<file path="src/design/tlapt_pkg.sv">
// ----------------------------------------------------------------------------
// tlapt_pkg
// shared constants, types and the arctangent table for the arm tracker
// ----------------------------------------------------------------------------
package tlapt_pkg;

    localparam int TABLE_LEN = 24;
    localparam int CFG_IDX_W = 3;

    // register indexes
    localparam logic [CFG_IDX_W-1:0] REG_BASE   = 3'd0;
    localparam logic [CFG_IDX_W-1:0] REG_UPPER  = 3'd1;
    localparam logic [CFG_IDX_W-1:0] REG_FORE   = 3'd2;
    localparam logic [CFG_IDX_W-1:0] REG_OFFSET = 3'd3;
    localparam logic [CFG_IDX_W-1:0] REG_JUMP   = 3'd4;

    localparam logic signed [33:0] INV_GAIN_Q30 = 34'sd652032874;
    localparam logic [18:0] JUMP_RESET = 19'd1600;
    localparam logic signed [31:0] SUM_RESET = 32'sd1600;

    // cordic request and reply between sequencer and rotator
    typedef struct packed {
        logic        start;
        logic [31:0] angle;
    } cordic_req_t;

    typedef struct packed {
        logic               done;
        logic signed [33:0] cos_q30;
        logic signed [33:0] sin_q30;
    } cordic_rsp_t;

    function automatic logic [31:0] atan_entry(input logic [4:0] i);
        logic [31:0] v;
        case (i)
            5'd0:  v = 32'h20000000;
            5'd1:  v = 32'h12E4051E;
            5'd2:  v = 32'h09FB385B;
            5'd3:  v = 32'h051111D4;
            5'd4:  v = 32'h028B0D43;
            5'd5:  v = 32'h0145D7E1;
            5'd6:  v = 32'h00A2F61E;
            5'd7:  v = 32'h00517C55;
            5'd8:  v = 32'h0028BE53;
            5'd9:  v = 32'h00145F2F;
            5'd10: v = 32'h000A2F98;
            5'd11: v = 32'h000517CC;
            5'd12: v = 32'h00028BE6;
            5'd13: v = 32'h000145F3;
            5'd14: v = 32'h0000A2FA;
            5'd15: v = 32'h0000517D;
            5'd16: v = 32'h000028BE;
            5'd17: v = 32'h0000145F;
            5'd18: v = 32'h00000A30;
            5'd19: v = 32'h00000518;
            5'd20: v = 32'h0000028C;
            5'd21: v = 32'h00000146;
            5'd22: v = 32'h000000A3;
            5'd23: v = 32'h00000051;
            default: v = 32'h0;
        endcase
        return v;
    endfunction

endpackage

</file>
<file path="src/design/tlapt_cordic.sv">
// ----------------------------------------------------------------------------
// tlapt_cordic
// iterative rotation-mode cordic, one micro-rotation per cycle
// ----------------------------------------------------------------------------
module tlapt_cordic #(
    parameter int CORDIC_STEPS = 16
) (
    input  logic                  clk,
    input  logic                  rst_n,
    input  tlapt_pkg::cordic_req_t req,
    output tlapt_pkg::cordic_rsp_t rsp
);
    localparam int NSTEP = (CORDIC_STEPS < tlapt_pkg::TABLE_LEN) ?
                           CORDIC_STEPS : tlapt_pkg::TABLE_LEN;

    logic               busy_reg, busy_next;
    logic [4:0]         step_reg, step_next;
    logic [1:0]         quad_reg, quad_next;
    logic signed [33:0] x_reg, x_next, y_reg, y_next;
    logic signed [33:0] z_reg, z_next;
    logic               done_reg, done_next;
    logic [31:0]        qa;
    logic signed [33:0] xs, ys, at;

    always_comb
    begin
        qa        = req.angle + 32'h20000000;
        xs        = x_reg >>> step_reg;
        ys        = y_reg >>> step_reg;
        at        = {2'b00, tlapt_pkg::atan_entry(step_reg)};
        busy_next = busy_reg;
        step_next = step_reg;
        quad_next = quad_reg;
        x_next    = x_reg;
        y_next    = y_reg;
        z_next    = z_reg;
        done_next = 1'b0;
        if (req.start)
        begin
            busy_next = 1'b1;
            step_next = 5'd0;
            quad_next = qa[31:30];
            x_next    = tlapt_pkg::INV_GAIN_Q30;
            y_next    = '0;
            z_next    = 34'(signed'(req.angle - {qa[31:30], 30'd0}));
        end
        else if (busy_reg)
        begin
            if (!z_reg[33])
            begin
                x_next = x_reg - ys;
                y_next = y_reg + xs;
                z_next = z_reg - at;
            end
            else
            begin
                x_next = x_reg + ys;
                y_next = y_reg - xs;
                z_next = z_reg + at;
            end
            step_next = step_reg + 5'd1;
            if (step_reg == 5'(NSTEP - 1))
            begin
                busy_next = 1'b0;
                done_next = 1'b1;
            end
        end
    end

    always_ff @(posedge clk or negedge rst_n)
    begin
        if (!rst_n)
        begin
            busy_reg <= 1'b0;
            done_reg <= 1'b0;
            step_reg <= '0;
        end
        else
        begin
            busy_reg <= busy_next;
            done_reg <= done_next;
            step_reg <= step_next;
        end
    end

    always_ff @(posedge clk)
    begin
        quad_reg <= quad_next;
        x_reg    <= x_next;
        y_reg    <= y_next;
        z_reg    <= z_next;
    end

    always_comb
    begin
        rsp.done = done_reg;
        case (quad_reg)
            2'd0:    begin rsp.cos_q30 = x_reg;  rsp.sin_q30 = y_reg;  end
            2'd1:    begin rsp.cos_q30 = -y_reg; rsp.sin_q30 = x_reg;  end
            2'd2:    begin rsp.cos_q30 = -x_reg; rsp.sin_q30 = -y_reg; end
            default: begin rsp.cos_q30 = y_reg;  rsp.sin_q30 = -x_reg; end
        endcase
    end

    a_done_one_cycle: assert property (@(posedge clk) disable iff (!rst_n)
        rsp.done |=> !rsp.done)
        else $error("cordic done held");
    a_no_start_busy: assert property (@(posedge clk) disable iff (!rst_n)
        busy_reg && !req.start |-> !rsp.done)
        else $error("done while busy");
    a_done_after_busy: assert property (@(posedge clk) disable iff (!rst_n)
        rsp.done |-> $past(busy_reg))
        else $error("done without run");
endmodule

</file>
<file path="config.mk">
export PLATFORM = sky130hd
export DESIGN_NAME = tlapt_cordic
export DESIGN_NICKNAME = d
export VERILOG_FILES = /design/src/design/tlapt_pkg.sv /design/src/design/tlapt_cordic.sv
export SDC_FILE = /design/constraint.sdc
export NUM_CORES = 1
export LEC_CHECK = 0
export CAP_MARGIN = 30
export CORE_MARGIN = 1.5
export CORE_UTILIZATION = 60
export CTS_CLUSTER_DIAMETER = 150
export DETAILED_ROUTE_END_ITERATION = 6
export DONT_BUFFER_PORTS = 1
export PLACE_DENSITY = 0.76
export SYNTH_ARGS = -nofsm -noshare
export SYNTH_HDL_FRONTEND = slang
export SYNTH_SLANG_ARGS = --single-unit
</file>
<file path="constraint.sdc">
create_clock -name clk -period 7.1 [get_ports clk]
set_input_delay 0 -clock clk [delete_from_list [all_inputs] [get_ports clk]]
set_output_delay 0 -clock clk [all_outputs]
set_load 0.03 [all_outputs]
</file>
==> out/results.tsv, run 1 <==
stage	metric	value	unit
outcome	result_of_the_run	finished with violations	
outcome	failed_checks	negative hold slack	
yosys	synthesis.area_per_instance	7.76	µm²
critical_path	crit_path_max_fanout	43	
timing	period_needed	6.78	ns
yosys	synth_async_sr_flop_share	0.0631	
routing	wire_per_inst	26.6	µm
routing	met1_length	28500	µm
critical_path	worst-endpoint-required	7.40	ns
clocking	cts_root_buf	clkbuf_16	
cells_and_area	design.final.nets	2566	
floorplan	core_area	31500	µm²
routing	drt_first_iter_violations	2574	
timing	hold_violations	3	
routing	routed-via-count	20100	
routing	post-route-drc-count	0	
hold_path	path_class_of_the_lowest_slack_min_delay_path	in2reg	
cells_and_area	post_route_cells_drive_above_1_share	0.115	
clocking	cts-htree-levels	3	
placed_design	place.gp.congestion	1.14	
floorplan	start_util	0.607	
pwr	power.share.sequential	0.127	
routing	postRouteWirelength	75000	µm
yosys	postSynth.topFlopCell	dfxtp_1	
critical_path	worstPathArrival	7.09	ns
timing	worstMarginPinSlew	1.08	ns
pwr	cell_internal_pwr	5.55	mW
timing	finalMaxSlewViolations	0	
cells_and_area	final_design_area_no_fill	20200	µm²
timing	clock.fmax	147	MHz
critical_path	end_kind	flop	
critical_path	rrSetupSlack	0.32	ns
clocking	ctsLongestPathBuffers	2	
grt	global_route.overflow_total	0	
yosys	synthesis.nets	2616	
clocking	cts_sinks	111	
timing	hold_ws	-0.00925	ns
yosys	post_synth_inst_count	2462	
grt	grt_start_max_net_pins	117	
pwr	power.switching_fraction	0.558	
yosys	synth.distinct_cells	96	
critical_path	critPathKind	reg2reg	
routing	drtAntennaViolNets	0	
floorplan	row_count	65	
routing	route.top_layer_used	met4	
routing	drt_first_pass_iters	6	
critical_path	category_of_the_worst_setup_path_launch_point	flop	
clocking	clkTransAtPathRegs	0.10	ns
clocking	clkLatencyLatePin	0.42	ns
grt	grt_pass1_wl	111000	µm
floorplan	x_dimension_of_the_die	181	µm
cells_and_area	layout.filler_cells	2757	
yosys	synth_seq_area_share	0.137	
yosys	yosys_register_bits	111	
clocking	clock_tree_from_tritoncts	yes	
yosys	synth.yosys.warnings	0	
timing	tns	0	ns
pwr	share_clk_of_total_power	0.045	
pwr	power	12.6	mW
routing	met3RoutedLength	9620	µm
pwr	power.ir.vdd_worst	0.392	mV
pwr	power_per_cell_area	622	nW/µm²
timing	post_route_clock_period_utilization	0.955	
placed_design	detailed_place_hpwl	56100	µm
placed_design	placed_area	19500	µm²
timing	finalClockSkew	0.0213	ns
pwr	total_leakage_power	8.26	nW
grt	antenna_found_initial	2	
timing	relSlewSlack	0.272	
routing	viasPerCell	7.13	
placed_design	port_buffers	0	
clocking	cts_repair_resize_count	0	
grt	track_usage	0.446	
floorplan	die-area	32900	µm²
clocking	cts_buf_count	9	
pwr	pwr-share-comb	0.828	
grt	grt_pass1_vias	18200	
timing	timing.final.setup_violations	0	
pwr	net-switching-power	7.00	mW
routing	met2_wirelength	31700	µm
yosys	syn_area	19100	µm²
floorplan	die_h	181	µm
yosys	synth-edff-count	36	
floorplan	num_io_pins	104	
flow_run	maxCapViolations	0	
timing	grt_setup_unrepaired	no	
cells_and_area	areaGrowthSynthToFinish	5.65	%
[layout by cell type, fill, tap and decap left out, drive strengths merged, types with 8 or more instances in the layout]
cell type	count
a211oi	35
a21o	54
a21oi	213
a22o	8
a22oi	15
a31oi	31
and2	28
and3	14
buf	101
clkbuf	9
dfxtp	68
dlygate4sd3	35
edfxtp	36
ha	116
inv	67
mux2	43
mux2i	83
mux4	87
nand2	234
nand2b	30
nand3	30
nand4	11
nor2	269
nor2b	25
nor3	44
nor4	17
o211ai	23
o21a	28
o21ai	165
o21bai	13
o221ai	11
o22ai	25
o31ai	24
or2	15
or3	21
or4	9
xnor2	162
xor2	92
[per-layer routing]
metal	vias to the layer above	GRT usage
met1	9444	0.574
met5	-	0
met3	304	0.115
li1	8945	-
met4	0	0.274
met2	1411	0.669
[power by group through the flow]
stage | clock (mW) | combinational [mW] | sequential [mW]
3_3_place_gp | 0 | 9.84 | 1.54
4_1_cts | 0.578 | 10.1 | 1.54
2_1_floorplan | 0 | 8.05 | 1.18
6_report | 0.567 | 10.4 | 1.60
5_1_grt | 0.589 | 11.3 | 1.58
3_5_place_dp | 0 | 10.0 | 1.55
[metrics by stage]
step / hold slack [ns] / setup slack, ns / instances / utilization
floorplan: -0.296 / 0.942 / 2462 / -
global placement: -0.295 / 0.567 / 2765 / 0.619
detailed placement: -0.295 / 0.474 / 2766 / 0.619
CTS: 0.00703 / 0.436 / 2818 / 0.641
global route: 0.0193 / 0.0197 / 2819 / 0.641
finish: -0.00925 / 0.319 / 2820 / 0.642
[worst paths after layout]
kind / depth (start not counted) / from / endpoint
hold / removal: 2 / req[32] / step_reg[3]
min in group asynchronous: 2 / rst_n / step_reg[4]
hold reg to reg: 2 / y_reg[0] / y_reg[0]
setup reg to reg: 20 / step_reg[0] / y_reg[33]
max in group asynchronous: 2 / rst_n / step_reg[1]
setup / recovery: 20 / step_reg[0] / y_reg[33]
[logic make-up (layout without fill, tap and decap cells)]
family,after synthesis,after routing,synth area share
AND/OR/NAND/NOR,765,765,0.185
AO/OA/AOI/OAI,738,738,0.247
buffers and inverters,262,217,0.0614
XOR/XNOR,254,254,0.117
multiplexers,213,213,0.173
adder cells (fa/ha/maj),119,119,0.0791
flip-flops,111,111,0.137
other,0,1,0
[worst max-delay path: stages (launching register included)]
cell and delay, ns:
dfrtp_4 0.85, buf_4 0.37, mux4_1 0.62, mux2_2 0.31, mux4_2 0.49, or3b_4 0.45, nor3_1 0.14, and4_1 0.33
nor2_1 0.13, xor2_1 0.20, ha_1 0.39, nand3_1 0.17, a211oi_1 0.27, a21o_1 0.24, a221oi_1 0.13, o31a_1 0.32
o211ai_1 0.27, nand3_1 0.15, a221o_1 0.32, mux2i_1 0.16, mux2_1 0.33
[layout make-up]
| class | instances | area (µm²) | share of cell area |
|---|---|---|---|
| antenna | 1 | 2.50 | 0.000124 |
| clock buffer | 9 | 225 | 0.0112 |
| clock inverter | 7 | 85.1 | 0.00421 |
| inverter | 65 | 244 | 0.0121 |
| multi-input combinational | 2089 | 15300 | 0.759 |
| sequential | 111 | 2630 | 0.130 |
| tap | 402 | 503 | 0.0249 |
| timing repair buffer | 136 | 1180 | 0.0582 |
[synthesized netlist by cell type, types with 7 or more instances]
library cell    n  area [µm²]
nor2_1        268        1010
nand2_1       234         878
a21oi_1       213        1070
o21ai_0       162         811
xnor2_1       160        1400
ha_1          116        1450
clkbuf_1      108         405
xor2_1         92         806
mux4_2         83        1870
mux2i_1        82         821
dfxtp_1        68        1360
inv_1          62         233
a21o_1         54         405
nor3_1         43         215
edfxtp_1       36        1080
a211oi_1       35         263
mux2_2         35         394
buf_1          33         124
a31oi_1        30         188
buf_2          30         150
nand2b_1       30         188
nand3_1        30         150
o21a_1         28         210
and2_1         26         163
nor2b_1        25         156
o22ai_1        25         156
o31ai_1        24         180
o211ai_1       23         173
or3_1          21         131
nor4_1         15        93.8
a22oi_1        14         105
and3_1         14        87.6
o21bai_1       13        97.6
or2_2          13        81.3
buf_4          11        82.6
nand4_1        11        68.8
buf_6          10         113
o221ai_1       10        87.6
or4_1           9        67.6
a22o_1          8        70.1
a211o_1         7        61.3
dfrtp_1         7         175
o41ai_1         7        61.3
[what timing repair did]
action	in CTS	in global routing
endpoints found under the hold margin	95	0
setup endpoints to repair	0	3
setup buffers	0	1
hold buffers	36	0
(Power assumes the default switching activity.)
==> inputs of run 2 (changes only) <==
--- a/config.mk
+++ b/config.mk
@@ -7,11 +7,11 @@
 export LEC_CHECK = 0
 export CAP_MARGIN = 30
 export CORE_MARGIN = 1.5
-export CORE_UTILIZATION = 60
+export CORE_UTILIZATION = 30
 export CTS_CLUSTER_DIAMETER = 150
 export DETAILED_ROUTE_END_ITERATION = 6
 export DONT_BUFFER_PORTS = 1
-export PLACE_DENSITY = 0.76
+export PLACE_DENSITY = 0.44
 export SYNTH_ARGS = -nofsm -noshare
 export SYNTH_HDL_FRONTEND = slang
 export SYNTH_SLANG_ARGS = --single-unit
==> out/results.tsv, run 2 (same netlist as run 1, synthesis figures left out) <==
stage	metric	value	unit
timing	finalMaxSlewViolations	0	
grt	track_usage	0.260	
cells_and_area	areaGrowthSynthToFinish	10.1	%
critical_path	critPathKind	reg2reg	
outcome	failed_checks	negative hold slack	
timing	post_route_clock_period_utilization	0.930	
timing	final.setup.worst_slack	0.496	ns
placed_design	pre_cts_slack	0.478	ns
clocking	cts_buf_count	9	
hold_path	path_class_of_the_lowest_slack_min_delay_path	in2reg	
timing	timing.final.setup_violations	0	
pwr	total_leakage_power	8.43	nW
critical_path	cpLargestDelayFamily	compound AO/OA/AOI/OAI gates	
critical_path	end_kind	flop	
timing	hold_ws	-0.0168	ns
outcome	result_of_the_run	finished with violations	
floorplan	die-area	65200	µm²
timing	finalClockSkew	0.0184	ns
floorplan	die_h	255	µm
clocking	clkLatencyLatePin	0.41	ns
placed_design	detailed_place_hpwl	67800	µm
pwr	power_per_cell_area	607	nW/µm²
placed_design	placedCellCount	3244	
clocking	cts_sinks	111	
clocking	clkTransAtPathRegs	0.09	ns
routing	viasPerCell	5.92	
floorplan	start_util	0.304	
routing	postRouteWirelength	87000	µm
floorplan	x_dimension_of_the_die	255	µm
critical_path	critical_path.cell_chain	mux2_1 -> mux4_2 -> mux2i_1 -> inv_1 -> o32ai_1 -> a21oi_1 -> nor2_1 -> xor2_1 -> ha_1 -> nand4_1 -> a2111oi_0 -> or4_1 -> a21o_1 -> a221oi_1 -> o31a_1 -> o211ai_1 -> nand3_1 -> a221o_1 -> mux2i_1 -> mux2_1	
routing	wire_per_inst	26.4	µm
grt	antenna_found_initial	2	
timing	relSlewSlack	0.330	
floorplan	row_count	92	
critical_path	critical_path.max_stage_delay	0.70	ns
timing	hold_violations	5	
timing	tns	0	ns
cells_and_area	instances_no_fill	3300	
routing	post-route-drc-count	0	
routing	drt_first_pass_iters	5	
critical_path	timing.critical_path.buf_inv	1	
routing	routed-via-count	19600	
critical_path	worst-endpoint-required	7.40	ns
cells_and_area	commonest_cells_after_routing_fill_and_taps_aside	nor2_1, nand2_1, a21oi_1	
routing	drtAntennaViolNets	0	
critical_path	worstPathArrival	6.91	ns
timing	period_needed	6.60	ns
pwr	power.ir.vdd_worst	0.234	mV
cells_and_area	layout.filler_cells	6687	
grt	grt_start_max_net_pins	115	
clocking	clock_tree_from_tritoncts	yes	
clocking	ctsLongestPathBuffers	2	
grt	grt_pass1_vias	18400	
pwr	power	12.8	mW
timing	grt_setup_unrepaired	no	
timing	clock.fmax	151	MHz
grt	global_route.overflow_total	0	
cells_and_area	design.final.nets	2602	
critical_path	category_of_the_worst_setup_path_launch_point	flop	
critical_path	crit_path_max_fanout	29	
cells_and_area	final_common_cell	nor2_1	
critical_path	cpMaxStageDelayCell	dfrtp_4	
grt	grt_pass1_wl	127000	µm
placed_design	place.gp.congestion	1.04	
floorplan	core_area	63000	µm²
cells_and_area	post_route_cells_drive_above_1_share	0.129	
clocking	cts-htree-levels	3	
placed_design	port_buffers	0	
floorplan	num_io_pins	104	
routing	drt_first_iter_violations	1903	
flow_run	maxCapViolations	0	
clocking	cts_root_buf	clkbuf_16	
timing	worstMarginPinSlew	0.994	ns
[run 2: cell count changes in the layout (fill, tap and decap cells not counted), sizes merged]
cell,change
clkinv,-1
buf,+34
dlygate4sd3,+1
clkbuf,+2
[run 2: timing repair]
action                     in CTS  in global routing
buffers inserted                0                  1
hold endpoints to repair       86                  0
hold buffers                   37                  0
setup endpoints to repair       0                  3
resized for setup               0                  1
[run 2: worst paths after layout]
check | start | endpoint | slack (ns) | cells past startpoint
max | step_reg[4] | y_reg[33] | 0.50 | 20
min | req[32] | step_reg[0] | -0.02 | 2
max reg2reg | step_reg[4] | y_reg[33] | 0.50 | 20
min reg2reg | y_reg[0] | y_reg[0] | 0.60 | 2
max in group asynchronous | rst_n | step_reg[1] | 6.26 | 2
min in group asynchronous | rst_n | done_reg | 0.51 | 2
[run 2: per-stage QoR]
| stage | instance area, µm² | utilization |
|---|---|---|
| after floorplan | 19100 | - |
| after global placement | 20200 | 0.320 |
| after detailed placement | 20300 | 0.322 |
| after CTS | 21000 | 0.333 |
| after global routing | 21000 | 0.334 |
| final | 21000 | 0.334 |
[run 2: cell type report]
cell class	count	area (µm²)	share of cell area
timing repair buffer	172	1490	0.0706
tap	846	1060	0.0503
clock buffer	10	229	0.0109
clock inverter	6	60.1	0.00285
multi-input combinational	2089	15300	0.728
sequential	111	2630	0.125
antenna	1	2.50	0.000119
inverter	65	244	0.0116
[run 2: where the power goes]
| group | internal (mW) | leakage (nW) | switching [mW] |
|---|---|---|---|
| Sequential | 1.01 | 1.04 | 0.637 |
| Clock | 0.248 | 0.140 | 0.323 |
| Combinational | 4.36 | 7.25 | 6.20 |
[run 2: layer usage]
| metal | part of all wire | global-route usage | vias to the layer above |
|---|---|---|---|
| met3 | 0.067 | 0.0418 | 138 |
| met5 | 0 | 0 | - |
| met4 | 0.039 | 0.0980 | 0 |
| li1 | - | - | 9029 |
| met2 | 0.45 | 0.409 | 785 |
| met1 | 0.44 | 0.354 | 9599 |
[run 2: worst register-to-register path, cell delays in order (launching register included)]
cell,delay (ns)
dfrtp_4,0.70
mux2_1,0.45
mux4_2,0.54
mux2i_1,0.24
inv_1,0.09
o32ai_1,0.70
a21oi_1,0.25
nor2_1,0.18
xor2_1,0.08
ha_1,0.41
nand4_1,0.11
a2111oi_0,0.63
or4_1,0.22
a21o_1,0.19
a221oi_1,0.15
o31a_1,0.33
o211ai_1,0.28
nand3_1,0.15
a221o_1,0.30
mux2i_1,0.16
mux2_1,0.33
